[src/rtl/differential_drive_odometry_macros.svh]
// Assertion macros for the odometry block.
`ifndef DIFFERENTIAL_DRIVE_ODOMETRY_MACROS_SVH
`define DIFFERENTIAL_DRIVE_ODOMETRY_MACROS_SVH
`ifndef SYNTHESIS
`define DDO_ASSERT(lbl, prop, msg) \
  lbl: assert property (@(posedge clk) disable iff (!rst_n) prop) else $error(msg);
`define DDO_ASSERT_ALWAYS(lbl, prop, msg) \
  lbl: assert property (@(posedge clk) prop) else $error(msg);
`else
`define DDO_ASSERT(lbl, prop, msg)
`define DDO_ASSERT_ALWAYS(lbl, prop, msg)
`endif
`endif

[src/rtl/ddo_pkg.sv]
`default_nettype none
package ddo_pkg;

  localparam int MUL_W = 40;
  localparam int DIV_W = 64;

  localparam logic [33:0] GAIN_Q30 = 34'd652032874;
  localparam logic signed [33:0] ONE_Q30 = 34'sd1073741824;
  localparam logic [63:0] TWO_PI_Q32 = 64'd26986075409;
  localparam logic [39:0] INV_TWO_PI_Q29 = 40'd85445659;
  localparam logic signed [65:0] POS_MAX = 66'sd549755813887;
  localparam logic signed [65:0] POS_MIN = -66'sd549755813888;

  localparam logic [15:0] AXLE_WIDTH_RST = 16'd34304;
  localparam logic [23:0] DIST_PER_TICK_RST = 24'd2662242;

  typedef enum logic {
    CFG_AXLE_WIDTH    = 1'b0,
    CFG_DIST_PER_TICK = 1'b1
  } cfg_idx_t;

  typedef enum logic [3:0] {
    S_IDLE, S_CORD1, S_MULD, S_MULX, S_MULY, S_MULT, S_DIVQ, S_DIVM,
    S_MULB, S_CORD2, S_MULS, S_MULNX, S_DIVX, S_MULNY, S_DIVY, S_FIN
  } state_t;

  typedef struct packed {
    logic mul_start;
    logic div_start;
    logic cord_start;
  } unit_start_t;

  function automatic logic [31:0] atan_turn(input logic [4:0] k);
    logic [31:0] v;
    case (k)
      5'd0:  v = 32'd536870912;
      5'd1:  v = 32'd316933406;
      5'd2:  v = 32'd167458907;
      5'd3:  v = 32'd85004756;
      5'd4:  v = 32'd42667331;
      5'd5:  v = 32'd21354465;
      5'd6:  v = 32'd10679838;
      5'd7:  v = 32'd5340245;
      5'd8:  v = 32'd2670163;
      5'd9:  v = 32'd1335087;
      5'd10: v = 32'd667544;
      5'd11: v = 32'd333772;
      5'd12: v = 32'd166886;
      5'd13: v = 32'd83443;
      5'd14: v = 32'd41722;
      5'd15: v = 32'd20861;
      5'd16: v = 32'd10430;
      5'd17: v = 32'd5215;
      5'd18: v = 32'd2608;
      5'd19: v = 32'd1304;
      5'd20: v = 32'd652;
      5'd21: v = 32'd326;
      5'd22: v = 32'd163;
      5'd23: v = 32'd81;
      5'd24: v = 32'd41;
      5'd25: v = 32'd20;
      5'd26: v = 32'd10;
      5'd27: v = 32'd5;
      5'd28: v = 32'd3;
      5'd29: v = 32'd1;
      5'd30: v = 32'd1;
      default: v = 32'd0;
    endcase
    return v;
  endfunction

  function automatic logic [31:0] abs32(input logic signed [31:0] v);
    logic [32:0] t;
    t = v[31] ? 33'd0 - {v[31], v} : {v[31], v};
    return t[31:0];
  endfunction

  function automatic logic [31:0] abs33(input logic signed [32:0] v);
    logic [32:0] t;
    t = v[32] ? 33'd0 - v : v;
    return t[31:0];
  endfunction

  function automatic logic signed [64:0] apply_sign(input logic [63:0] m, input logic neg);
    logic [64:0] t;
    t = {1'b0, m};
    return neg ? -$signed(t) : $signed(t);
  endfunction

endpackage
`default_nettype wire

[src/rtl/ddo_cordic.sv]
`default_nettype none
module ddo_cordic #(
  parameter int CORDIC_STEPS = 24
) (
  input  wire logic               clk,
  input  wire logic               rst_n,
  input  wire logic               start,
  input  wire logic [31:0]        angle,
  output logic                    done,
  output logic signed [31:0]      cos_o,
  output logic signed [31:0]      sin_o
);
  import ddo_pkg::*;

  localparam int CW = $clog2(CORDIC_STEPS);

  logic signed [33:0] x_r, y_r, z_r, xs, ys, at, xc, yc;
  logic [CW-1:0]      cnt_r;
  logic               busy_r, done_r, flip_r;
  logic               flip;
  logic [31:0]        ang_f, ang_off;

  assign ang_off = angle + 32'h4000_0000;
  assign flip    = ang_off[31];
  assign ang_f   = flip ? (angle ^ 32'h8000_0000) : angle;

  assign xs = x_r >>> cnt_r;
  assign ys = y_r >>> cnt_r;
  assign at = $signed({2'b00, atan_turn(5'(cnt_r))});

  always_ff @(posedge clk) begin
    if (!rst_n) begin
      busy_r <= 1'b0;
      done_r <= 1'b0;
      cnt_r  <= '0;
    end else begin
      done_r <= 1'b0;
      if (start) begin
        busy_r <= 1'b1;
        cnt_r  <= '0;
      end else if (busy_r) begin
        cnt_r <= cnt_r + CW'(1);
        if (cnt_r == CW'(CORDIC_STEPS - 1)) begin
          busy_r <= 1'b0;
          done_r <= 1'b1;
        end
      end
    end
  end

  always_ff @(posedge clk) begin
    if (start) begin
      flip_r <= flip;
      x_r    <= $signed(GAIN_Q30);
      y_r    <= '0;
      z_r    <= $signed({{2{ang_f[31]}}, ang_f});
    end else if (busy_r) begin
      if (!z_r[33]) begin
        x_r <= x_r - ys;
        y_r <= y_r + xs;
        z_r <= z_r - at;
      end else begin
        x_r <= x_r + ys;
        y_r <= y_r - xs;
        z_r <= z_r + at;
      end
    end
  end

  always_comb begin
    xc = x_r;
    yc = y_r;
    if (x_r > ONE_Q30) xc = ONE_Q30;
    if (x_r < -ONE_Q30) xc = -ONE_Q30;
    if (y_r > ONE_Q30) yc = ONE_Q30;
    if (y_r < -ONE_Q30) yc = -ONE_Q30;
    if (flip_r) begin
      xc = -xc;
      yc = -yc;
    end
  end

  assign cos_o = xc[31:0];
  assign sin_o = yc[31:0];
  assign done  = done_r;

endmodule
`default_nettype wire

[config.mk]
export PLATFORM = sky130hd
export DESIGN_NAME = ddo_cordic
export DESIGN_NICKNAME = d
export VERILOG_FILES = /design/src/rtl/differential_drive_odometry_macros.svh /design/src/rtl/ddo_pkg.sv /design/src/rtl/ddo_cordic.sv
export SDC_FILE = /design/constraint.sdc
export NUM_CORES = 1
export LEC_CHECK = 0
export CAP_MARGIN = 20
export CORE_UTILIZATION = 70
export CTS_CLUSTER_DIAMETER = 30
export DETAILED_ROUTE_END_ITERATION = 6
export DONT_BUFFER_PORTS = 1
export PLACE_DENSITY = 0.91
export SYNTH_ARGS = -nofsm -noshare
export SYNTH_HDL_FRONTEND = slang
export SYNTH_SLANG_ARGS = --single-unit
[constraint.sdc]
create_clock -name clk -period 15.3 [get_ports clk]
set_clock_uncertainty 0.15 [all_clocks]
set_input_delay 2.295 -clock clk [delete_from_list [all_inputs] [get_ports clk]]
set_output_delay 2.295 -clock clk [all_outputs]
set_load 0.01 [all_outputs]
==> impl_metrics.csv <==
group,metric,value,unit
power_and_ir_drop,p_leak,0.00778,uW
synth,synthArstFlopShare,0,%
floorplan,coreArea,25500,um2
status,status,"finished with violations",
global_routing,grt_pass1_vias,16642,
global_routing,grt_usage,42.1,%
global_routing,antenna_found_initial,0,
floorplan,dieWidth,164,um
place,port_buffers,0,
clock_network,postCtsSetupBuffers,0,
worst_hold_path,worstHoldStart,"y_r[0]",
final_layout,antenna_cells,0,
place,place.gp.congestion,1.04,
route,antenna_left,0,
clock_network,cts.sink_count,140,
final_layout,seq_area,3170,um2
route,vias,18173,
timing,slew_headroom,18.1,%
synth,yosysSeqAreaShare,17.2,%
timing,timing.fmax,0.126,GHz
worst_setup_path,worstPathArrival,5490,ps
worst_setup_path,timing.critical_path.from,"y_r[2]",
worst_setup_path,critPathLaunchType,"register",
floorplan,io_pins,100,
floorplan,die_height,164,um
power_and_ir_drop,powerDensity,252,nW/um2
final_layout,multiInputGateArea,14200,um2
synth,synth.avg_cell_area,8.06,um2
clock_network,clk_latency,460,ps
synth,synth_area,18300,um2
global_routing,grt_max_degree,113,
worst_setup_path,end_kind,"output pin",
flow_run,maxCapViolations,0,
synth,synth-edff-count,35,
route,viasPerCell,7.28,
global_routing,grt_pass1_wl,89100,um
synth,yosysWarnings,0,
worst_setup_path,cp_max_fo,13,
worst_setup_path,reg2reg_from,"cnt_r[1]",
worst_setup_path,setup.worst_path.class,"reg2out",
route,drt_iter0_drc,2198,
timing,final.period_utilization,51.9,%
synth,synth_flop_cell,"dfxtp_1",
status,violations,"DRC",
final_layout,drive_above_1_share,9.88,%
final_layout,syn2layout_area_growth,2.40,%
synth,netlist_instances,2276,
clock_network,clkTransAtPathRegs,70,ps
timing,rsz0062_at_grt,"false",
final_layout,mostFrequentLayoutCell,"nor2_1",
route,dr.pass1.iters,7,
final_layout,nets,2304,
clock_network,postCtsResizedCells,0,
timing,hold_viol_final,0,
synth,syn-num-nets,2426,
worst_hold_path,min_path_type,"reg2reg",
power_and_ir_drop,vdd_drop_max,0.000187,V
synth,synth.distinct_cells,104,
final_layout,final_cell_mix,"nor2_1 (234), nand2_1 (215), a21oi_1 (173)",
clock_network,cts_tree,"done",
place,dp_hpwl,40400,um
floorplan,rows,58,
clock_network,cts.path.max_buffers,2,
timing,finalSetupTns,0,ps
worst_setup_path,cp.required,12860,ps
clock_network,holdBufCountCts,0,
clock_network,cts_root_buf,"clkbuf_16",
timing,worst_pin_slew,1220,ps
route,drcViolationCount,6,
clock_network,numCtsBuffers,17,
floorplan,dieArea,26900,um2
synth,ys_seq_elements,140,
route,wire_per_inst,22.8,um
route,wl,57000,um
global_routing,grt-ovfl-total,0,
floorplan,start_util,72.0,%
timing,period_needed,7940,ps
timing,setup_violations,0,
clock_network,htree_levels,4,
final_layout,nFillCells,1949,
final_layout,postLayoutCoreUtil,73.7,%
timing,drv_slew,0,
[per-layer routing]
layer	vias to the layer above	track usage, %	part of all wire (%)
li1	8204	-	-
met1	8459	56.8	40
met2	1279	63.2	42
met3	231	10.1	13
met4	0	19.9	4.7
met5	-	0	0
[cells by family (layout without fill, tap and decap cells)]
logic type / after synthesis / after routing / synth area share [%]
simple gates: 731 / 731 / 19.1
compound gates: 673 / 673 / 24.5
buf+inv: 219 / 110 / 5.39
xor+xnor: 213 / 213 / 10.2
mux: 185 / 185 / 15.7
flops: 140 / 140 / 17.2
fa+ha+maj: 115 / 115 / 7.97
[state kept, by name, indices dropped and copies added (netlist names)]
signal	count
flip_r	1
busy_r	1
y_r	34
z_r	34
x_r	34
done	1
at	30
cnt_r	5
[where the power goes]
part	internal [uW]	switching [uW]
combinational	1450	2060
clock	237	219
sequential	499	266
total	2190	2540
[critical path, cell delays in order (launching register included)]
cell	delay [ps]
dfxtp_1	450
nor4_4	380
nand3_2	140
or3_1	390
or3_1	390
or2_1	320
or4b_1	540
a2111oi_2	470
a41o_1	410
nand2_1	160
ha_1	300
nor2b_1	220
buf_4	240
nor2_2	140
a41o_1	260
a21oi_1	240
[cells in the mapped netlist (all sizes together), types with 55 or more instances]
cell	count	area, um2
nor2	236	891
nand2	215	807
a21oi	174	875
o21ai	155	776
xor2	121	1060
ha	112	1400
clkbuf	109	409
dfxtp	105	2100
xnor2	91	797
mux4	73	1690
mux2i	69	691
inv	56	210
nor3	55	297
[final timing paths]
| path | slack, ps | cells past startpoint | end |
|---|---|---|---|
| min reg2reg | 400 | 2 | y_r[0] |
| max | 7360 | 15 | sin_o[4] |
| min | 400 | 2 | y_r[0] |
| max reg2reg | 7610 | 19 | y_r[33] |
[through the flow]
stage                     worst slack [ps]  instances  hold slack [ps]  total power, uW  cell area [um2]
after CTS                             7390       2495              404             4610            18800
after global placement                8070       2463              375             4000            18100
after floorplan                       8410       2276              309             3430            18300
after global routing                  7100       2497              417             5050            18800
after detailed placement              7870       2463              393             4130            18100
final                                 7360       2497              403             4730            18800
[cell type report]
class	count	area share [%]
sequential	140	16.9
clock inverter	15	1.07
inverter	57	1.14
tap	330	2.20
multi-input combinational	1917	75.6
clock buffer	17	2.27
timing repair buffer	21	0.826
Note: power is estimated with default switching activity, not from simulation.
