File: config.mk
export PLATFORM = sky130hd
export DESIGN_NAME = ddo_div
export DESIGN_NICKNAME = d
export VERILOG_FILES = /design/src/rtl/differential_drive_odometry_macros.svh /design/src/rtl/ddo_pkg.sv /design/src/rtl/ddo_div.sv
export SDC_FILE = /design/constraint.sdc
export NUM_CORES = 1
export LEC_CHECK = 0
export BUFFER_PORTS_ARGS = -buffer_cell sky130_fd_sc_hd__buf_4
export CAP_MARGIN = 0
export CORE_MARGIN = 5
export CORE_UTILIZATION = 45
export DETAILED_ROUTE_END_ITERATION = 8
export PLACE_DENSITY = 0.68
export REMOVE_ABC_BUFFERS = 1
export SLEW_MARGIN = 0
export SYNTH_ARGS = -nofsm -noshare
export SYNTH_HDL_FRONTEND = slang
export SYNTH_SLANG_ARGS = --single-unit
File: constraint.sdc
create_clock -name clk -period 8.1 [get_ports clk]
set_input_delay 1.215 -clock clk [delete_from_list [all_inputs] [get_ports clk]]
set_output_delay 1.215 -clock clk [all_outputs]
set_load 0.05 [all_outputs]
File: src/rtl/differential_drive_odometry_macros.svh
// Assertion macros for the odometry block.
`ifndef DIFFERENTIAL_DRIVE_ODOMETRY_MACROS_SVH
`define DIFFERENTIAL_DRIVE_ODOMETRY_MACROS_SVH
`ifndef SYNTHESIS
`define DDO_ASSERT(lbl, prop, msg) \
  lbl: assert property (@(posedge clk) disable iff (!rst_n) prop) else $error(msg);
`define DDO_ASSERT_ALWAYS(lbl, prop, msg) \
  lbl: assert property (@(posedge clk) prop) else $error(msg);
`else
`define DDO_ASSERT(lbl, prop, msg)
`define DDO_ASSERT_ALWAYS(lbl, prop, msg)
`endif
`endif

File: src/rtl/ddo_pkg.sv
`default_nettype none
package ddo_pkg;

  localparam int MUL_W = 40;
  localparam int DIV_W = 64;

  localparam logic [33:0] GAIN_Q30 = 34'd652032874;
  localparam logic signed [33:0] ONE_Q30 = 34'sd1073741824;
  localparam logic [63:0] TWO_PI_Q32 = 64'd26986075409;
  localparam logic [39:0] INV_TWO_PI_Q29 = 40'd85445659;
  localparam logic signed [65:0] POS_MAX = 66'sd549755813887;
  localparam logic signed [65:0] POS_MIN = -66'sd549755813888;

  localparam logic [15:0] AXLE_WIDTH_RST = 16'd34304;
  localparam logic [23:0] DIST_PER_TICK_RST = 24'd2662242;

  typedef enum logic {
    CFG_AXLE_WIDTH    = 1'b0,
    CFG_DIST_PER_TICK = 1'b1
  } cfg_idx_t;

  typedef enum logic [3:0] {
    S_IDLE, S_CORD1, S_MULD, S_MULX, S_MULY, S_MULT, S_DIVQ, S_DIVM,
    S_MULB, S_CORD2, S_MULS, S_MULNX, S_DIVX, S_MULNY, S_DIVY, S_FIN
  } state_t;

  typedef struct packed {
    logic mul_start;
    logic div_start;
    logic cord_start;
  } unit_start_t;

  function automatic logic [31:0] atan_turn(input logic [4:0] k);
    logic [31:0] v;
    case (k)
      5'd0:  v = 32'd536870912;
      5'd1:  v = 32'd316933406;
      5'd2:  v = 32'd167458907;
      5'd3:  v = 32'd85004756;
      5'd4:  v = 32'd42667331;
      5'd5:  v = 32'd21354465;
      5'd6:  v = 32'd10679838;
      5'd7:  v = 32'd5340245;
      5'd8:  v = 32'd2670163;
      5'd9:  v = 32'd1335087;
      5'd10: v = 32'd667544;
      5'd11: v = 32'd333772;
      5'd12: v = 32'd166886;
      5'd13: v = 32'd83443;
      5'd14: v = 32'd41722;
      5'd15: v = 32'd20861;
      5'd16: v = 32'd10430;
      5'd17: v = 32'd5215;
      5'd18: v = 32'd2608;
      5'd19: v = 32'd1304;
      5'd20: v = 32'd652;
      5'd21: v = 32'd326;
      5'd22: v = 32'd163;
      5'd23: v = 32'd81;
      5'd24: v = 32'd41;
      5'd25: v = 32'd20;
      5'd26: v = 32'd10;
      5'd27: v = 32'd5;
      5'd28: v = 32'd3;
      5'd29: v = 32'd1;
      5'd30: v = 32'd1;
      default: v = 32'd0;
    endcase
    return v;
  endfunction

  function automatic logic [31:0] abs32(input logic signed [31:0] v);
    logic [32:0] t;
    t = v[31] ? 33'd0 - {v[31], v} : {v[31], v};
    return t[31:0];
  endfunction

  function automatic logic [31:0] abs33(input logic signed [32:0] v);
    logic [32:0] t;
    t = v[32] ? 33'd0 - v : v;
    return t[31:0];
  endfunction

  function automatic logic signed [64:0] apply_sign(input logic [63:0] m, input logic neg);
    logic [64:0] t;
    t = {1'b0, m};
    return neg ? -$signed(t) : $signed(t);
  endfunction

endpackage
`default_nettype wire

File: src/rtl/ddo_div.sv
`default_nettype none
module ddo_div (
  input  wire logic                         clk,
  input  wire logic                         rst_n,
  input  wire logic                         start,
  input  wire logic [ddo_pkg::DIV_W-1:0]    num,
  input  wire logic [ddo_pkg::DIV_W-1:0]    den,
  output logic                              done,
  output logic [ddo_pkg::DIV_W-1:0]         quot,
  output logic [ddo_pkg::DIV_W-1:0]         rem
);
  import ddo_pkg::*;

  localparam int CW = $clog2(DIV_W);

  logic [DIV_W-1:0] d_r, q_r, rem_r;
  logic [CW-1:0]    cnt_r;
  logic             busy_r, done_r;
  logic [DIV_W:0]   trial;
  logic             fits;

  assign trial = {rem_r, q_r[DIV_W-1]};
  assign fits  = trial >= {1'b0, d_r};

  always_ff @(posedge clk) begin
    if (!rst_n) begin
      busy_r <= 1'b0;
      done_r <= 1'b0;
      cnt_r  <= '0;
    end else begin
      done_r <= 1'b0;
      if (start) begin
        busy_r <= 1'b1;
        cnt_r  <= '0;
      end else if (busy_r) begin
        cnt_r <= cnt_r + CW'(1);
        if (cnt_r == CW'(DIV_W - 1)) begin
          busy_r <= 1'b0;
          done_r <= 1'b1;
        end
      end
    end
  end

  always_ff @(posedge clk) begin
    if (start) begin
      d_r   <= den;
      q_r   <= num;
      rem_r <= '0;
    end else if (busy_r) begin
      rem_r <= fits ? DIV_W'(trial - {1'b0, d_r}) : trial[DIV_W-1:0];
      q_r   <= {q_r[DIV_W-2:0], fits};
    end
  end

  assign done = done_r;
  assign quot = q_r;
  assign rem  = rem_r;

endmodule
`default_nettype wire

==> impl_metrics.tcl, run 1 <==
set metrics [dict create \
    grt_pass1_wl_um 54610 \
    nets 1603 \
    grt_usage_pct 22.16 \
    diodes 0 \
    synth_edf_count 128 \
    worstSetupEndpoint "rem[60]" \
    place_hpwl_um 25930 \
    drt-vias-per-instance 5.668 \
    worst_hold_path_type "flip-flop to flip-flop" \
    sw_frac_of_total_pct 36.01 \
    yosysWarnings 0 \
    layout_commonest_cell "buf_4" \
    cpPeakStageDelay_ps 860 \
    top_layer_used "met4" \
    post_drt_wl_per_cell_um 19.52 \
    hold_violations 0 \
    drc_errors 0 \
    peakVddDrop_mv 0.1310 \
    crit_buf_inv 2 \
    r2r-start "d_r[54]" \
    clock_latency_ps 450 \
    required_ps 8460 \
    start_util_pct 45.76 \
    max_cap_violations 0 \
    final_cell_mix "265 x buf_4, 128 x edfxtp_1, 96 x nor2_1, 87 x inv_1, 81 x nand2_1" \
    die_h_um 172.8 \
    cts_tree "built" \
    yosysSeqAreaShare_pct 44.32 \
    setup_tns_ps 0 \
    root_buffer "clkbuf_16" \
    reg2reg_to "rem[60]" \
    cpLargestDelayFamily "compound AO/OA/AOI/OAI gates" \
    syn_area_per_cell_um2 10.00 \
    drive_gt1_share_pct 26.99 \
    crit_chain "inv_1, ha_1, and3_1, nand2_1, or4_1, or2_0, a2111o_1, a32oi_4, buf_4, nor2_1, a311oi_1, a21oi_1, a211oi_2" \
    cts_buffer_depth 2 \
    period_needed_ps 4758 \
    dieArea_um2 29850 \
    timing.critical_path.fanout_max 54 \
    cts.clk_slew.worst_paths_ps 90 \
    power_density_nw_per_um2 205.7 \
    rsz0062_at_grt "false" \
    crit_start "d_r[54]" \
    drtIter0Drc 598 \
    ios 260 \
    clkSinkCount 200 \
    slew_violations 0 \
    antenna_found_initial 0 \
    ys.flop_type "edfxtp_1" \
    fin_crit_sh_pct 58.74 \
    numCtsBuffers 17 \
    setup_violations 0 \
    vias 9941 \
    cp.arrival_ps 5110 \
    met3_length_um 2495 \
    switchingPower_uw 1086 \
    grt_max_degree 69 \
    place_area_um2 14030 \
    num_rows 59 \
    cp-end-kind "flip-flop" \
    reg2reg_slack_ps 3340 \
    crit_type "flip-flop to flip-flop" \
    skew_ps 25.71 \
    seq_power_share_pct 41.1 \
    syn_to_final_growth_pct 22.93 \
    final_util_pct 56.25 \
    post_cts_resized 0 \
    fmax_ghz 0.2102 \
    postCtsSetupBuffers 0 \
    gp_congestion 0.9443 \
    start_kind "flip-flop" \
    internal-power_uw 1930 \
    antenna_left 0 \
    io_buffers 259 \
    wl_um 34240 \
    slew_headroom_pct 33.18 \
    cts-hold-fix-buffers 0 \
    htree_levels 4 \
    p_comb_share_pct 28.9 \
    ys_types 74 \
    first_pass_iters 5 \
    cellLeakagePower_uw 0.006128 \
    reg2regPathDepth 13 \
    placeableCoreArea_um2 26060 \
    critPathSlowestCell "a32oi_4" \
    wl_met1_um 14970 \
    die_width_um 172.8 \
    outcome "finished, final reports clean" \
    synth_cells 1192 \
    worst_slew_pin_slew_ps 1002 \
    ys_async_sr_fraction_pct 0 \
    hold_ws_ps 506.6 \
    grt_overflow 0 \
    worst-path-stages 13 \
    ys_ff_latch 200 \
    grt_pass1_vias 10002 \
    dr_wl_met2_um 16340 \
    p_clk_share_pct 30.0 \
    syn_area_um2 11920 \
    stdcell_area_um2 14660 \
]
## worst min-delay path by stage
stage / end / cells after the start / startpoint
floorplan: done / 2 / cnt_r[5]
global placement: done / 2 / cnt_r[5]
detailed placement: done / 2 / cnt_r[5]
CTS: cnt_r[5] / 2 / cnt_r[5]
global route: rem[1] / 2 / rem[1]
finish: cnt_r[5] / 2 / cnt_r[5]
## power groups by stage
stage | Clock, uW | Sequential, uW | Combinational (uW)
after global placement | 0 | 1260 | 860
after detailed placement | 0 | 1260 | 867
after CTS | 920 | 1240 | 870
after floorplan | 0 | 1440 | 403
after global routing | 964 | 1250 | 940
final | 904 | 1240 | 872
## stage by stage
| step | setup WS, ps | total power (uW) | std cells |
|---|---|---|---|
| after CTS | 3376 | 3032 | 1754 |
| final | 3342 | 3016 | 1754 |
| after global placement | 3505 | 2121 | 1722 |
| after detailed placement | 3400 | 2129 | 1722 |
| after global routing | 3064 | 3155 | 1754 |
| after floorplan | 1839 | 1847 | 1121 |
## metal layers
metal  GRT usage (%)  vias up
met2           36.97      370
met5               0        -
met3           5.983       34
li1                -     4828
met1           28.92     4709
met4           5.077        0
## kinds of logic (layout without fill, tap and decap cells)
| family | after synthesis | in the layout | synth area share, % |
|---|---|---|---|
| buf+inv | 160 | 387 | 5.572 |
| simple gates | 280 | 280 | 11.00 |
| mux | 114 | 114 | 10.27 |
| fa+ha+maj | 66 | 66 | 6.988 |
| xor+xnor | 54 | 54 | 3.966 |
| flops | 200 | 200 | 44.32 |
| compound gates | 318 | 318 | 17.88 |
## registers in the layout (all words and copies together) (netlist names)
| register | count |
|---|---|
| busy_r | 1 |
| d_r | 64 |
| done | 1 |
| rem | 64 |
| quot | 64 |
| cnt_r | 6 |
## worst register-to-register path, cell delays in order (launching register included)
cell,delay [ps]
edfxtp_1,330
inv_1,40
ha_1,430
and3_1,300
nand2_1,110
or4_1,560
or2_0,220
a2111o_1,390
a32oi_4,860
buf_4,800
nor2_1,100
a311oi_1,270
a21oi_1,70
a211oi_2,190
## synth_stat cells (31+ instances only)
cell type  count  area share [%]
xnor2_1       31             2.3
edfxtp_1     128              32
inv_1         88             2.8
clkbuf_1      53             1.7
nand2_1       81             2.5
o21ai_0       56             2.4
mux2_2        67             6.3
ha_1          65             6.8
nor2_1        96             3.0
a211oi_1      51             3.2
dfxtp_1       72              12
a21oi_1       76             3.2
mux2i_1       47             3.9
## cell type report
type	count	area, um2
fillers	2306	11400
repair buffers	266	2001
multi-input cells	832	5986
flip-flops and latches	200	5289
inverters	89	334.1
clock inverters	15	203.9
clock buffers	17	425.4
well taps	335	419.2
(Power assumes the default switching activity.)
==> run 2: changes to the inputs <==
clock period = 4.8 ns   (was 8.1 ns; I/O delays follow)
==> impl_metrics.tcl, run 2 (synthesized netlist as in run 1, its figures left out) <==
set metrics [dict create \
    cts.clk_slew.worst_paths_ps 90 \
    io_buffers 259 \
    numCtsBuffers 17 \
    timing.critical_path.fanout_max 7 \
    rsz0062_at_grt "false" \
    ios 260 \
    crit_top_cell "a21oi_1" \
    dieArea_um2 29850 \
    gp_congestion 0.9435 \
    nets 1605 \
    critPathSlowestCell "a2111oi_0" \
    post_cts_resized 0 \
    hold_violations 0 \
    die_width_um 172.8 \
    peakVddDrop_mv 0.2297 \
    crit_chain "ha_1, a21oi_1, o21ai_0, a2111oi_0, o22a_1, o31ai_1, buf_4, a21oi_1, o21ai_1, a22oi_1, mux2_2, a221oi_2" \
    die_h_um 172.8 \
    grt_overflow 0 \
    drt-vias-per-instance 5.657 \
    placeableCoreArea_um2 26060 \
    drtIter0Drc 726 \
    skew_ps 19.84 \
    drc_errors 0 \
    root_buffer "clkbuf_16" \
    multi_input_area_um2 5986 \
    num_rows 59 \
    crit_buf_inv 1 \
    cellLeakagePower_uw 0.006133 \
    wl_um 34410 \
    syn_to_final_growth_pct 23.03 \
    setup_violations 0 \
    diodes 0 \
    place_hpwl_um 26020 \
    clkSinkCount 200 \
    grt_usage_pct 22.33 \
    first_pass_iters 6 \
    final_cell_mix "266 x buf_4, 128 x edfxtp_1, 96 x nor2_1, 87 x inv_1, 81 x nand2_1" \
    required_ps 5160 \
    outcome "finished, final reports clean" \
    clock_latency_ps 450 \
    worst_slew_pin_slew_ps 985.1 \
    grt_pass1_wl_um 54940 \
    slew_violations 0 \
    power_density_nw_per_um2 346.2 \
    fillCellCount 2299 \
    dpl_worst_slack_ps 995.8 \
    final_util_pct 56.30 \
    start_kind "flip-flop" \
    htree_levels 4 \
    cts_buffer_depth 2 \
    slew_headroom_pct 34.08 \
    max_cap_violations 0 \
    drive_gt1_share_pct 27.09 \
    layout_commonest_cell "buf_4" \
    seqCellArea_um2 5289 \
    cp.arrival_ps 4270 \
    fin_ws_ps 885.1 \
    worst_hold_path_type "input port to flip-flop" \
    antenna_left 0 \
    fmax_ghz 0.2554 \
    cpLargestDelayFamily "compound AO/OA/AOI/OAI gates" \
    grt_pass1_vias 9962 \
    fin_crit_sh_pct 81.56 \
    cp-end-kind "flip-flop" \
    antenna_found_initial 1 \
    grt_max_degree 76 \
    start_util_pct 45.76 \
    postCtsSetupBuffers 0 \
    cts_tree "built" \
    crit_type "flip-flop to flip-flop" \
    cts-hold-fix-buffers 0 \
    post_drt_wl_per_cell_um 19.59 \
    vias 9933 \
    period_needed_ps 3915 \
    cpPeakStageDelay_ps 520 \
]
## run 2: where the power goes
| group | switching [uW] | internal (uW) |
|---|---|---|
| clock | 790 | 719 |
| combinational | 940 | 541 |
| sequential | 100 | 1990 |
## run 2: worst paths after layout
| kind | end | depth (start not counted) | slack, ps | startpoint |
|---|---|---|---|---|
| setup reg to reg | rem[62] | 12 | 890 | rem[24] |
| hold / removal | d_r[54] | 1 | 440 | den[54] |
| setup / recovery | rem[62] | 12 | 890 | rem[24] |
| hold reg to reg | cnt_r[5] | 2 | 490 | cnt_r[5] |
## run 2: metal layers
| layer | share of wire, % | track usage (%) | vias to the layer above |
|---|---|---|---|
| li1 | - | - | 4828 |
| met1 | 44 | 29.62 | 4671 |
| met2 | 46 | 36.08 | 391 |
| met3 | 8.6 | 6.834 | 41 |
| met4 | 1.4 | 5.208 | 2 |
| met5 | 0.038 | 0 | - |
## run 2: through the flow
step	setup TNS, ps	instance area (um2)	hold slack [ps]	power (uW)	instances
2_1_floorplan	-60210	11590	444.7	3117	1121
3_3_place_gp	0	14060	471.5	3589	1724
3_5_place_dp	0	14060	479.5	3599	1724
4_1_cts	0	14670	423.7	5107	1756
5_1_grt	0	14670	418.7	5316	1756
6_report	0	14670	439.8	5079	1756
## run 2: layout make-up
cell class	instances	share of cell area, %
Clock buffer	18	2.925
Clock inverter	14	1.262
Inverter	89	2.277
Multi-Input combinational cell	832	40.80
Sequential cell	200	36.05
Tap cell	335	2.857
Timing Repair Buffer	268	13.83
==> run 3: changes to the inputs <==
clock period = 4.1 ns   (was 4.8 ns; I/O delays follow)
==> impl_metrics.tcl, run 3 (synthesized netlist as in run 1, its figures left out) <==
set metrics [dict create \
    die_h_um 172.8 \
    final_cell_mix "286 x buf_4, 128 x edfxtp_1, 96 x nor2_1, 87 x inv_1, 81 x nand2_1" \
    grt_overflow 0 \
    crit_buf_inv 3 \
    postCtsSetupBuffers 0 \
    cts.clk_slew.worst_paths_ps 90 \
    outcome "finished, final reports clean" \
    post_drt_wl_per_cell_um 19.96 \
    nets 1625 \
    numCtsBuffers 17 \
    slew_violations 0 \
    slew_headroom_pct 42.48 \
    hold_ws_ps 334.6 \
    die_width_um 172.8 \
    r2r-start "d_r[54]" \
    cts_tree "built" \
    grt_usage_pct 22.88 \
    hp-start "den[60]" \
    place_hpwl_um 26870 \
    cellLeakagePower_uw 0.006246 \
    start_kind "flip-flop" \
    root_buffer "clkbuf_16" \
    layout_commonest_cell "buf_4" \
    grt_pass1_wl_um 56120 \
    start_util_pct 45.76 \
    worst_slew_pin_slew_ps 853.8 \
    worst_hold_path_type "input port to flip-flop" \
    crit_chain "inv_1, ha_1, and3_1, nand2_1, or4_1, or2_0, a2111o_1, a32oi_4, buf_12, buf_4, mux2i_1, a211oi_1" \
    rsz0062_at_grt "false" \
    cp.arrival_ps 4130 \
    grt_max_degree 67 \
    drt-vias-per-instance 5.684 \
    cp-end-kind "flip-flop" \
    wl_um 35440 \
    hold_violations 0 \
    fillCellCount 2321 \
    antenna_left 0 \
    fin_crit_sh_pct 93.76 \
    dieArea_um2 29850 \
    critPathSlowestCell "or4_1" \
    htree_levels 4 \
    clkSinkCount 200 \
    first_pass_iters 7 \
    timing.critical_path.fanout_max 66 \
    ios 260 \
    setup_violations 0 \
    peakVddDrop_mv 0.3222 \
    cts_buffer_depth 2 \
    vias 10094 \
    placeableCoreArea_um2 26060 \
    drc_errors 0 \
    clock_latency_ps 450 \
    antenna_found_initial 0 \
    max_cap_violations 0 \
    gp_congestion 0.9495 \
    diodes 0 \
    fmax_ghz 0.2601 \
    grt_pass1_vias 10256 \
    drtIter0Drc 784 \
    post_cts_resized 0 \
    seqCellArea_um2 5289 \
    power_density_nw_per_um2 405.8 \
    skew_ps 20.96 \
    required_ps 4380 \
    syn_to_final_growth_pct 24.55 \
    cpPeakStageDelay_ps 540 \
    crit_type "flip-flop to flip-flop" \
    num_rows 59 \
    cpLargestDelayFamily "simple AND/OR/NAND/NOR gates" \
    period_needed_ps 3844 \
    final_util_pct 56.99 \
    crit_start "d_r[54]" \
    cts-hold-fix-buffers 0 \
    multi_input_area_um2 5986 \
    drive_gt1_share_pct 28.17 \
    io_buffers 259 \
]
## run 3: per-layer routing
metal / share of wire, % / global-route usage (%) / up-vias
li1: - / - / 4864
met5: 0 / 0 / -
met2: 47 / 37.25 / 423
met1: 43 / 29.81 / 4768
met3: 8.7 / 7.445 / 39
met4: 1.7 / 5.372 / 0
## run 3: power by group
group          total [uW]  leakage [uW]  switching (uW)  internal (uW)
clock                1820      0.000309             953            862
sequential           2450       0.00186             122           2330
combinational        1760       0.00408            1110            650
total                6030       0.00625            2180           3840
## run 3: final cells by class
class	count	area share, %
Timing Repair Buffer	288	14.67
Clock buffer	17	2.864
Inverter	89	2.249
Multi-Input combinational cell	832	40.30
Clock inverter	15	1.483
Tap cell	335	2.822
Sequential cell	200	35.61
## run 3: final timing paths
| path | end | slack [ps] | depth (start not counted) |
|---|---|---|---|
| setup / recovery | rem[15] | 260 | 12 |
| hold / removal | d_r[60] | 330 | 1 |
| setup reg to reg | rem[15] | 260 | 12 |
| hold reg to reg | done | 490 | 2 |
## run 3: worst reg2reg max path, stage by stage (launching register included)
cell and delay (ps):
edfxtp_1 330, inv_1 40, ha_1 480, and3_1 310, nand2_1 120, or4_1 540
or2_0 210, a2111o_1 380, a32oi_4 270, buf_12 400, buf_4 310, mux2i_1 210
a211oi_1 90
## run 3: stage by stage
step	worst slack [ps]	std cells	power [uW]	TNS [ps]	instance area, um2
global route	65.78	1776	6297	0	14850
global placement	424.3	1744	4227	0	14210
CTS	285.3	1776	6056	0	14850
floorplan	-2161	1121	3650	-125680	11590
finish	255.9	1776	6027	0	14850
detailed placement	302.9	1744	4243	0	14210
