--- config.mk ---
export PLATFORM = sky130hd
export DESIGN_NAME = ddo_mul
export DESIGN_NICKNAME = d
export VERILOG_FILES = /design/src/rtl/differential_drive_odometry_macros.svh /design/src/rtl/ddo_pkg.sv /design/src/rtl/ddo_mul.sv
export SDC_FILE = /design/constraint.sdc
export NUM_CORES = 1
export LEC_CHECK = 0
export ABC_CLOCK_PERIOD_IN_PS = 4100
export BUFFER_PORTS_ARGS = -buffer_cell sky130_fd_sc_hd__buf_2
export CAP_MARGIN = 40
export CORE_UTILIZATION = 35
export CTS_BUF_LIST = sky130_fd_sc_hd__clkbuf_4
export DETAILED_ROUTE_END_ITERATION = 10
export PLACE_DENSITY = 0.66
export SETUP_SLACK_MARGIN = 0.02
export SLEW_MARGIN = 20
export SYNTH_ARGS = -nofsm -noshare
export SYNTH_HDL_FRONTEND = slang
export SYNTH_SLANG_ARGS = --single-unit
--- constraint.sdc ---
create_clock -name clk -period 4.1 [get_ports clk]
set_input_delay 1.025 -clock clk [delete_from_list [all_inputs] [get_ports clk]]
set_output_delay 1.025 -clock clk [all_outputs]
set_load 0.01 [all_outputs]
--- src/rtl/differential_drive_odometry_macros.svh ---
// Assertion macros for the odometry block.
`ifndef DIFFERENTIAL_DRIVE_ODOMETRY_MACROS_SVH
`define DIFFERENTIAL_DRIVE_ODOMETRY_MACROS_SVH
`ifndef SYNTHESIS
`define DDO_ASSERT(lbl, prop, msg) \
  lbl: assert property (@(posedge clk) disable iff (!rst_n) prop) else $error(msg);
`define DDO_ASSERT_ALWAYS(lbl, prop, msg) \
  lbl: assert property (@(posedge clk) prop) else $error(msg);
`else
`define DDO_ASSERT(lbl, prop, msg)
`define DDO_ASSERT_ALWAYS(lbl, prop, msg)
`endif
`endif

--- src/rtl/ddo_pkg.sv ---
`default_nettype none
package ddo_pkg;

  localparam int MUL_W = 40;
  localparam int DIV_W = 64;

  localparam logic [33:0] GAIN_Q30 = 34'd652032874;
  localparam logic signed [33:0] ONE_Q30 = 34'sd1073741824;
  localparam logic [63:0] TWO_PI_Q32 = 64'd26986075409;
  localparam logic [39:0] INV_TWO_PI_Q29 = 40'd85445659;
  localparam logic signed [65:0] POS_MAX = 66'sd549755813887;
  localparam logic signed [65:0] POS_MIN = -66'sd549755813888;

  localparam logic [15:0] AXLE_WIDTH_RST = 16'd34304;
  localparam logic [23:0] DIST_PER_TICK_RST = 24'd2662242;

  typedef enum logic {
    CFG_AXLE_WIDTH    = 1'b0,
    CFG_DIST_PER_TICK = 1'b1
  } cfg_idx_t;

  typedef enum logic [3:0] {
    S_IDLE, S_CORD1, S_MULD, S_MULX, S_MULY, S_MULT, S_DIVQ, S_DIVM,
    S_MULB, S_CORD2, S_MULS, S_MULNX, S_DIVX, S_MULNY, S_DIVY, S_FIN
  } state_t;

  typedef struct packed {
    logic mul_start;
    logic div_start;
    logic cord_start;
  } unit_start_t;

  function automatic logic [31:0] atan_turn(input logic [4:0] k);
    logic [31:0] v;
    case (k)
      5'd0:  v = 32'd536870912;
      5'd1:  v = 32'd316933406;
      5'd2:  v = 32'd167458907;
      5'd3:  v = 32'd85004756;
      5'd4:  v = 32'd42667331;
      5'd5:  v = 32'd21354465;
      5'd6:  v = 32'd10679838;
      5'd7:  v = 32'd5340245;
      5'd8:  v = 32'd2670163;
      5'd9:  v = 32'd1335087;
      5'd10: v = 32'd667544;
      5'd11: v = 32'd333772;
      5'd12: v = 32'd166886;
      5'd13: v = 32'd83443;
      5'd14: v = 32'd41722;
      5'd15: v = 32'd20861;
      5'd16: v = 32'd10430;
      5'd17: v = 32'd5215;
      5'd18: v = 32'd2608;
      5'd19: v = 32'd1304;
      5'd20: v = 32'd652;
      5'd21: v = 32'd326;
      5'd22: v = 32'd163;
      5'd23: v = 32'd81;
      5'd24: v = 32'd41;
      5'd25: v = 32'd20;
      5'd26: v = 32'd10;
      5'd27: v = 32'd5;
      5'd28: v = 32'd3;
      5'd29: v = 32'd1;
      5'd30: v = 32'd1;
      default: v = 32'd0;
    endcase
    return v;
  endfunction

  function automatic logic [31:0] abs32(input logic signed [31:0] v);
    logic [32:0] t;
    t = v[31] ? 33'd0 - {v[31], v} : {v[31], v};
    return t[31:0];
  endfunction

  function automatic logic [31:0] abs33(input logic signed [32:0] v);
    logic [32:0] t;
    t = v[32] ? 33'd0 - v : v;
    return t[31:0];
  endfunction

  function automatic logic signed [64:0] apply_sign(input logic [63:0] m, input logic neg);
    logic [64:0] t;
    t = {1'b0, m};
    return neg ? -$signed(t) : $signed(t);
  endfunction

endpackage
`default_nettype wire

--- src/rtl/ddo_mul.sv ---
`default_nettype none
module ddo_mul (
  input  wire logic                                       clk,
  input  wire logic                                       rst_n,
  input  wire logic                                       start,
  input  wire logic [ddo_pkg::MUL_W-1:0]                  a,
  input  wire logic [ddo_pkg::MUL_W-1:0]                  b,
  output logic                                            done,
  output logic [2*ddo_pkg::MUL_W-1:0]                     prod
);
  import ddo_pkg::*;

  localparam int CW = $clog2(MUL_W);

  logic [MUL_W-1:0] a_r, hi_r, lo_r;
  logic [CW-1:0]    cnt_r;
  logic             busy_r, done_r;
  logic [MUL_W:0]   sum;

  assign sum = {1'b0, hi_r} + {1'b0, (lo_r[0] ? a_r : '0)};

  always_ff @(posedge clk) begin
    if (!rst_n) begin
      busy_r <= 1'b0;
      done_r <= 1'b0;
      cnt_r  <= '0;
    end else begin
      done_r <= 1'b0;
      if (start) begin
        busy_r <= 1'b1;
        cnt_r  <= '0;
      end else if (busy_r) begin
        cnt_r <= cnt_r + CW'(1);
        if (cnt_r == CW'(MUL_W - 1)) begin
          busy_r <= 1'b0;
          done_r <= 1'b1;
        end
      end
    end
  end

  always_ff @(posedge clk) begin
    if (start) begin
      a_r  <= a;
      lo_r <= b;
      hi_r <= '0;
    end else if (busy_r) begin
      hi_r <= sum[MUL_W:1];
      lo_r <= {sum[0], lo_r[MUL_W-1:1]};
    end
  end

  assign done = done_r;
  assign prod = {hi_r, lo_r};

endmodule
`default_nettype wire

==> flow_metrics.env, run 1 <==
export IMPL_multi_input_area_um2=3512
export IMPL_row_count=51
export IMPL_drc=0
export IMPL_cts_hold_buffers=0
export IMPL_dieHeight_um=143.8
export IMPL_finalMaxSlewViolations=0
export IMPL_io_buffers=163
export IMPL_grt_antenna_before_repair=4
export IMPL_io_pins=164
export IMPL_worst_pin_slew_ps=786.4
export IMPL_grt_max_degree=63
export IMPL_clock_fmax_ghz=0.2988
export IMPL_synth_area_um2=7035
export IMPL_synthCells=644
export IMPL_finalPower_uw=2975
export IMPL_vias_per_cell=5.084
export IMPL_dp_hpwl_um=12690
export IMPL_max_cap_violations=0
export IMPL_layout_common_cells="buf_2, edfxtp_1, dfxtp_1, a21oi_1, and2_1"
export IMPL_die_w_um=143.8
export IMPL_synth_edf_count=80
export IMPL_slew_headroom=0.4757
export IMPL_power_density_nw_per_um2=357.2
export IMPL_cpMostUsedCell="a21o_1"
export IMPL_cts_sinks=128
export IMPL_post_cts_buffers=0
export IMPL_critPathArrivalTime_ps=3790
export IMPL_cts_repair_resize_count=0
export IMPL_grt_use_total=0.1750
export IMPL_max_vdd_ir_drop_uv=200.8
export IMPL_ys_seq_area_frac=0.4780
export IMPL_cts_root_buf="clkbuf_4"
export IMPL_endpoint_kind="flop"
export IMPL_core_area_um2=19590
export IMPL_tns_ps=0
export IMPL_leakage_uw=0.003561
export IMPL_async_flop_share=0
export IMPL_drive_above_1_share=0.3142
export IMPL_seqCellArea_um2=3363
export IMPL_drt_total_wl_um=17220
export IMPL_final_setup_skew_ps=21.72
export IMPL_layout_min_cycle_time_ps=3347
export IMPL_cts_htree_levels=4
export IMPL_cts_tree="done"
export IMPL_first_pass_iters=6
export IMPL_required_ps=4550
export IMPL_syn_nets=769
export IMPL_start_util=0.3591
export IMPL_worst_slack_ps=753.1
export IMPL_vias=5511
export IMPL_min_path_type="flop to flop"
export IMPL_place_ws_ps=764.8
export IMPL_synthDistinctLibCells=72
export IMPL_cts_path_max_buffers=2
export IMPL_avgSynthCellArea_um2=10.92
export IMPL_hold_viol=0
export IMPL_critical_path_slowest_cell="edfxtp_1"
export IMPL_cts_buffers=17
export IMPL_grt_pass1_vias=5614
export IMPL_clk_latency_ps=550
export IMPL_drtIter0Drc=248
export IMPL_period_share=0.8163
export IMPL_die_area_um2=20670
export IMPL_overflow=0
export IMPL_nets=930
export IMPL_path_max_fanout=26
export IMPL_ys_ff_latch=128
export IMPL_rsz0062_at_grt="false"
export IMPL_setup_viol=0
export IMPL_area_growth_pct=18.39
export IMPL_crit_family="compound AO/OA/AOI/OAI gates"
export IMPL_worstPathCellList="buf_4 -> and2_1 -> ha_1 -> a21o_1 -> a21o_1 -> a21oi_1 -> o21a_1 -> a2bb2oi_1 -> a21oi_2 -> or3_1 -> a32o_1"
export IMPL_fillCellCount=1920
export IMPL_synth_warnings=0
export IMPL_clk_pin_slew_ps=110
export IMPL_critPathLaunchType="flop"
export IMPL_post_drt_wl_per_cell_um=15.89
export IMPL_max_stage_delay_ps=600
export IMPL_grt_pass1_wl_um=27630
export IMPL_crit_buf_inv=1
export IMPL_ys_flop_type="edfxtp_1"
export IMPL_final_common_cell="buf_2"
export IMPL_ant_nets=0
export IMPL_gp_congestion=0.8775
export IMPL_status="finished clean"
export IMPL_critical_path_class="flop to flop"
## where the power goes
part	internal (uW)	total, uW	switching [uW]
Clock	242	740	498
Combinational	297	671	374
Sequential	1490	1560	69.5
Total	2030	2970	942
## sequential cells by signal (all words and copies together) (netlist names)
signal and cells:
lo_r 40, done 1, cnt_r 6, hi_r 40, busy_r 1, a_r 40
## tightest hold or removal path, delay by kind of cell, from the launching register on
family,cells,cell delay [ps]
flip-flops,1,340
AO/OA/AOI/OAI,1,50
AND/OR/NAND/NOR,1,50
## area by class of cell
cell class / instances / area share
inverter: 6 / 0.002704
clock inverter: 14 / 0.01142
sequential: 128 / 0.4038
clock buffer: 18 / 0.01622
tap: 265 / 0.03981
antenna: 1 / 0.0003004
timing repair buffer: 169 / 0.1041
multi-input combinational: 483 / 0.4217
## kinds of logic (layout without fill, tap and decap cells)
kind of cell / Yosys count / after routing / share of synthesized area
buffers and inverters: 33 / 207 / 0.02276
muxes: 56 / 56 / 0.08696
adders and majority gates: 42 / 42 / 0.07576
xor gates and xnor gates: 32 / 32 / 0.03984
and+or+nand+nor: 188 / 188 / 0.1360
DFF: 128 / 128 / 0.4780
other: 0 / 1 / 0
AOI/OAI and AO/OA: 165 / 165 / 0.1606
## worst paths after layout
path,startpoint,endpoint,slack (ps),cells past startpoint
worst max-delay path,lo_r[0],hi_r[31],750,11
worst min register to register,hi_r[15],hi_r[15],480,2
worst min-delay path,hi_r[15],hi_r[15],480,2
worst max register to register,lo_r[0],hi_r[31],750,11
## routing by layer
| layer | up-vias | routed length (um) | GRT usage |
|---|---|---|---|
| met3 | 22 | 1463 | 0.07731 |
| met2 | 185 | 8001 | 0.2897 |
| li1 | 2736 | - | - |
| met4 | 6 | 240 | 0.05431 |
| met1 | 2562 | 7475 | 0.2021 |
| met5 | - | 41 | 0 |
## stage by stage
| stage | area, um2 | std cells | hold WS (ps) | utilization |
|---|---|---|---|---|
| final | 8329 | 1084 | 479.9 | 0.4252 |
| after global routing | 8329 | 1084 | 502.0 | 0.4252 |
| after CTS | 8315 | 1082 | 481.0 | 0.4245 |
| after detailed placement | 8085 | 1050 | 465.8 | 0.4127 |
| after global placement | 8085 | 1050 | 468.0 | 0.4127 |
| after floorplan | 7036 | 644 | 458.5 | - |
## synthesized netlist by cell type, types with 11 or more instances
cell | instances | area [um2]
mux2_2 | 40 | 450.4
dfxtp_1 | 48 | 960.9
mux2i_1 | 15 | 150.1
ha_1 | 41 | 513.0
o21ai_0 | 31 | 155.2
nand4_1 | 12 | 75.07
and2_1 | 44 | 275.3
edfxtp_1 | 80 | 2402
xnor2_1 | 21 | 183.9
a21oi_1 | 46 | 230.2
nand2_1 | 43 | 161.4
nor2_1 | 42 | 157.7
clkbuf_1 | 18 | 67.56
a21o_1 | 19 | 142.6
xor2_1 | 11 | 96.34
Power figures use the tool's default switching activity.
==> inputs of run 2 (changes only) <==
- ABC_AREA: default -> 1
- ABC_CLOCK_PERIOD_IN_PS: 4100 -> 2900
- PLACE_DENSITY: 0.66 -> 0.67
- clock period: 4.1 -> 2.9 ns (I/O delays scaled with it)
==> run 2 against run 1 <==
  * Via count is 33% higher
  * Fmax increased by 35%
  * Register-to-register slack worse by 340 ps
  * First-iteration DRC count increased by 98%
  * Area after synthesis grew 11%
  * Count of clock-buffer cells in the layout rose by 3
  * Global-route usage increased by 2.1 points
  * Worst hold slack lost 140 ps
  * Final cell count rose by 44%
==> flow_metrics.env, run 2 <==
export IMPL_nets=1395
export IMPL_io_pins=164
export IMPL_vias=7340
export IMPL_synthMostInstantiatedCell="nand2_1"
export IMPL_max_vdd_ir_drop_uv=214.8
export IMPL_clk_pin_slew_ps=120
export IMPL_tns_ps=0
export IMPL_worst_pin_slew_ps=584.4
export IMPL_grt_max_degree=55
export IMPL_post_cts_buffers=0
export IMPL_clock_fmax_ghz=0.4026
export IMPL_p_sw_frac=0.3230
export IMPL_ys_ff_latch=128
export IMPL_final_common_cell="nand2_1"
export IMPL_gp_congestion=0.8906
export IMPL_power_switching_uw=1440
export IMPL_final_setup_skew_ps=20.31
export IMPL_final_util=0.4231
export IMPL_slew_headroom=0.6104
export IMPL_critPathLaunch="lo_r[0]"
export IMPL_seqPwrFrac=0.497
export IMPL_reg2reg_setup_slack_ps=420
export IMPL_cts_sinks=128
export IMPL_drt_total_wl_um=21590
export IMPL_syn_nets=1224
export IMPL_synth_area_leaders="edfxtp_1, nand2_1, dfxtp_1"
export IMPL_avgSynthCellArea_um2=7.125
export IMPL_synthDistinctLibCells=38
export IMPL_finalMaxSlewViolations=0
export IMPL_cts_root_buf="clkbuf_4"
export IMPL_finalInstanceArea_um2=9261
export IMPL_dpl_cell_area_um2=8981
export IMPL_io_buffers=163
export IMPL_hold_viol=0
export IMPL_synth_warnings=0
export IMPL_reg2reg_depth=16
export IMPL_synth_area_um2=7830
export IMPL_required_ps=3360
export IMPL_start_util=0.3577
export IMPL_fin_cells=1565
export IMPL_dp_hpwl_um=16610
export IMPL_synth_edf_count=80
export IMPL_cts_tree="done"
export IMPL_die_w_um=151.6
export IMPL_top_regs="a_r x40, hi_r x40, lo_r x40"
export IMPL_grt_pass1_vias=6920
export IMPL_row_count=54
export IMPL_min_path_type="primary input to flop"
export IMPL_reg2reg_from="lo_r[0]"
export IMPL_grt_pass1_wl_um=34370
export IMPL_grt_antenna_before_repair=5
export IMPL_yosys_top_cells_count="nand2_1, inv_1, nor2_1"
export IMPL_cts_buffers=17
export IMPL_area_growth_pct=18.28
export IMPL_finalPower_uw=4456
export IMPL_ys_seq_area_frac=0.4295
export IMPL_synth_top_area_frac=0.3068
export IMPL_critPathArrivalTime_ps=2950
export IMPL_layout_min_cycle_time_ps=2484
export IMPL_first_pass_iters=5
export IMPL_core_area_um2=21890
export IMPL_ys_flop_type="edfxtp_1"
export IMPL_cts_path_max_buffers=2
export IMPL_synthCells=1099
export IMPL_rsz0062_at_grt="false"
export IMPL_dpl_cell_count=1531
export IMPL_comb_power_share=0.221
export IMPL_period_share=0.8564
export IMPL_setup_viol=0
export IMPL_layout_common_cells="nand2_1, inv_1, buf_2, nor2_1, edfxtp_1"
export IMPL_r2r_end="hi_r[30]"
export IMPL_cts_htree_levels=4
export IMPL_status="finished clean"
export IMPL_yosysTopAreaCell="edfxtp_1"
export IMPL_drive_above_1_share=0.1817
export IMPL_vias_per_cell=4.690
export IMPL_clkPwrFrac=0.282
export IMPL_critical_path_class="flop to flop"
export IMPL_drc=0
export IMPL_die_area_um2=22970
export IMPL_crit_end="hi_r[30]"
export IMPL_ant_nets=0
export IMPL_leakage_uw=0.005075
export IMPL_dieHeight_um=151.6
export IMPL_path_max_fanout=24
export IMPL_clk_latency_ps=560
export IMPL_overflow=0
export IMPL_power_density_nw_per_um2=481.2
export IMPL_endpoint_kind="flop"
export IMPL_cts_hold_buffers=0
export IMPL_grt_use_total=0.1958
export IMPL_drtIter0Drc=491
export IMPL_cts_repair_resize_count=0
export IMPL_p_int_uw=3017
export IMPL_async_flop_share=0
export IMPL_max_cap_violations=0
export IMPL_critPathLaunchType="flop"
export IMPL_post_drt_wl_per_cell_um=13.80
[run 2: cell types whose count changed after synthesis, sizes merged, moves of 19 or more]
cell | before | now
mux2 | 41 | 0
and2 | 44 | 1
nor2 | 43 | 121
a21o | 21 | 2
nand2 | 43 | 437
inv | 5 | 173
nand3 | 9 | 42
[run 2: cells by family (layout without fill, tap and decap cells)]
| group | Yosys count | after routing | synth area share |
|---|---|---|---|
| other | 0 | 3 | 0 |
| AOI/OAI and AO/OA | 101 | 101 | 0.07191 |
| xor gates and xnor gates | 16 | 16 | 0.01790 |
| DFF | 128 | 128 | 0.4295 |
| buffers and inverters | 196 | 379 | 0.09620 |
| and+or+nand+nor | 616 | 616 | 0.3164 |
| adders and majority gates | 42 | 42 | 0.06807 |
[run 2: area by class of cell]
cell class	count	area [um2]
Antenna cell	3	7.507
Clock buffer	21	157.7
Clock inverter	10	115.1
Fill cell	2348	12630
Inverter	174	653.1
Multi-Input combinational cell	775	3714
Sequential cell	128	3363
Tap cell	280	350.3
Timing Repair Buffer	174	900.9
[run 2: worst min-delay path by stage]
stage / start / to / slack (ps) / depth (start not counted)
floorplan: cnt_r[4] / cnt_r[4] / 460 / 2
global placement: cnt_r[4] / cnt_r[4] / 470 / 2
detailed placement: hi_r[15] / hi_r[15] / 480 / 2
CTS: a[8] / a_r[8] / 290 / 1
global route: a[8] / a_r[8] / 290 / 1
finish: a[16] / a_r[16] / 340 / 1
[run 2: worst max-delay path: stages (launching register included)]
cell and delay (ps):
edfxtp_1 430, buf_4 240, nand2_1 100, inv_1 40, ha_1 320, nand2_1 150, inv_1 70, a21oi_1 150
nand2_1 180, nand2_1 120, nand3_2 160, nand2_1 130, nand2_1 50, nand2_1 50, nand3_1 60, nand2_1 80
inv_1 30
[run 2: routing by layer]
layer  global-route usage  part of all wire  up-vias
met3              0.05898             0.089       31
met1               0.2452              0.44     3256
li1                     -                 -     3786
met5                    0                 0        -
met2               0.3180              0.45      267
met4              0.06980             0.020        0
[run 2: power groups by stage]
stage	clock network, uW	registers, uW	logic [uW]
4_1_cts	1300	2220	989
3_5_place_dp	0	2250	986
5_1_grt	1370	2230	1120
3_3_place_gp	0	2250	975
6_report	1260	2210	985
2_1_floorplan	0	2270	586
[run 2: metrics by stage]
step                hold slack, ps  setup WS [ps]
floorplan                    457.9          487.5
global placement             470.3          489.5
detailed placement           482.5          450.8
CTS                          288.1          435.9
global route                 294.0          139.5
finish                       335.6          416.4
==> inputs of run 3 (changes only) <==
- REMOVE_ABC_BUFFERS: default -> 1
==> run 3 against run 2 <==
  * First-iteration DRC count fell by 5.3%
  * Wire length fell by 3.2%
  * Largest cell class unchanged
  * Critical path type unchanged
  * Clock skew barely moved
  * Die area did not move
  * Final area grew 0.24%
==> flow_metrics.env, run 3 (synthesis gave the netlist of run 2 again) <==
export IMPL_layout_min_cycle_time_ps=2503
export IMPL_drive_above_1_share=0.1832
export IMPL_die_area_um2=22970
export IMPL_cts_repair_resize_count=0
export IMPL_die_w_um=151.6
export IMPL_core_area_um2=21890
export IMPL_worstHoldStart="a[19]"
export IMPL_grt_pass1_vias=6806
export IMPL_dpl_cell_count=1531
export IMPL_setup_viol=0
export IMPL_power_switching_uw=1473
export IMPL_finalMaxSlewViolations=0
export IMPL_period_share=0.8630
export IMPL_fillCellCount=2326
export IMPL_critPathLaunch="lo_r[0]"
export IMPL_grt_antenna_before_repair=2
export IMPL_busiest_layer="met2"
export IMPL_clock_fmax_ghz=0.3996
export IMPL_critical_path_class="flop to flop"
export IMPL_cts_tree="done"
export IMPL_area_growth_pct=18.57
export IMPL_grt_pass1_wl_um=33330
export IMPL_path_max_fanout=41
export IMPL_slew_headroom=0.5982
export IMPL_max_vdd_ir_drop_uv=197.5
export IMPL_clk_pin_slew_ps=130
export IMPL_reg2reg_from="lo_r[0]"
export IMPL_endpoint_kind="flop"
export IMPL_tns_ps=0
export IMPL_critPathLaunchType="flop"
export IMPL_finalPower_uw=4480
export IMPL_dp_hpwl_um=15790
export IMPL_ant_nets=0
export IMPL_power_density_nw_per_um2=482.6
export IMPL_dieHeight_um=151.6
export IMPL_cts_root_buf="clkbuf_4"
export IMPL_grt_max_degree=49
export IMPL_grt_use_met2=0.2961
export IMPL_min_path_type="primary input to flop"
export IMPL_grt_met3_usage=0.04701
export IMPL_overflow=0
export IMPL_vias_per_cell=4.642
export IMPL_cts_path_max_buffers=2
export IMPL_holdWs_ps=345.1
export IMPL_vias=7264
export IMPL_io_pins=164
export IMPL_post_cts_buffers=0
export IMPL_io_buffers=163
export IMPL_clkPwrFrac=0.290
export IMPL_start_util=0.3577
export IMPL_cts_sinks=128
export IMPL_drc=0
export IMPL_fin_cells=1565
export IMPL_gp_congestion=0.9054
export IMPL_row_count=54
export IMPL_clk_latency_ps=550
export IMPL_rsz0062_at_grt="false"
export IMPL_grt_use_met1=0.2476
export IMPL_comb_power_share=0.219
export IMPL_worst_pin_slew_ps=602.7
export IMPL_leakage_uw=0.005086
export IMPL_required_ps=3350
export IMPL_final_common_cell="nand2_1"
export IMPL_grt_use_total=0.1878
export IMPL_post_drt_wl_per_cell_um=13.36
export IMPL_cts_buffers=17
export IMPL_final_util=0.4241
export IMPL_status="finished clean"
export IMPL_hold_viol=0
export IMPL_p_int_uw=3008
export IMPL_cts_htree_levels=4
export IMPL_cts_hold_buffers=0
export IMPL_layout_common_cells="nand2_1, inv_1, buf_2, nor2_1, edfxtp_1"
export IMPL_final_setup_skew_ps=20.28
export IMPL_max_cap_violations=0
export IMPL_first_pass_iters=7
export IMPL_top_regs="a_r x40, hi_r x40, lo_r x40"
export IMPL_drt_total_wl_um=20910
export IMPL_seqPwrFrac=0.491
export IMPL_nets=1395
export IMPL_drtIter0Drc=465
export IMPL_critPathArrivalTime_ps=2950
export IMPL_p_sw_frac=0.3287
==> run 3: stage by stage <==
stage          setup WS [ps]  cell area [um2]
6_report               397.4             9284
5_1_grt                104.8             9281
4_1_cts                220.0             9273
3_5_place_dp           251.7             8981
3_3_place_gp           315.3             8981
2_1_floorplan          74.69             7730
==> run 3: per-layer routing <==
layer / vias to the layer above / part of all wire / wire, um
met1: 3239 / 0.47 / 9735
met4: 0 / 0.023 / 472
li1: 3782 / - / -
met5: - / 0 / 0
met2: 214 / 0.44 / 9242
met3: 29 / 0.070 / 1458
==> run 3: path summary, 6_finish.rpt <==
kind                            depth (start not counted)       end  slack, ps
worst max-delay path                                   18  hi_r[31]        400
worst min-delay path                                    1   a_r[19]        350
worst max register to register                         18  hi_r[31]        400
worst min register to register                          2  hi_r[11]        500
==> run 3: cell type report <==
class	count	area [um2]	area share
multi-input combinational	775	3716	0.4003
sequential	128	3363	0.3623
timing repair buffer	174	904.6	0.09744
inverter	174	653.1	0.07035
tap	280	350.3	0.03774
clock inverter	14	156.4	0.01685
clock buffer	18	135.1	0.01456
antenna	2	5.005	0.0005391
==> run 3: critical path, cell delays in order (launching register included) <==
cell	delay (ps)
edfxtp_1	400
buf_6	220
nand2_1	90
inv_1	40
ha_1	210
fa_2	390
nand2_2	90
nand3_1	60
and2_2	200
nand2_1	60
nand2_1	70
nand2_1	60
nand2_1	100
nand2_1	110
nand2_1	70
nand2_1	60
nand3_1	60
nand2_1	70
inv_1	30
==> run 3: power by group through the flow <==
| stage | clock network [uW] | registers, uW | logic (uW) |
|---|---|---|---|
| 6_report | 1300 | 2200 | 981 |
| 5_1_grt | 1420 | 2220 | 1110 |
| 4_1_cts | 1350 | 2200 | 988 |
| 3_5_place_dp | 0 | 2240 | 986 |
| 3_3_place_gp | 0 | 2240 | 971 |
| 2_1_floorplan | 0 | 2290 | 549 |
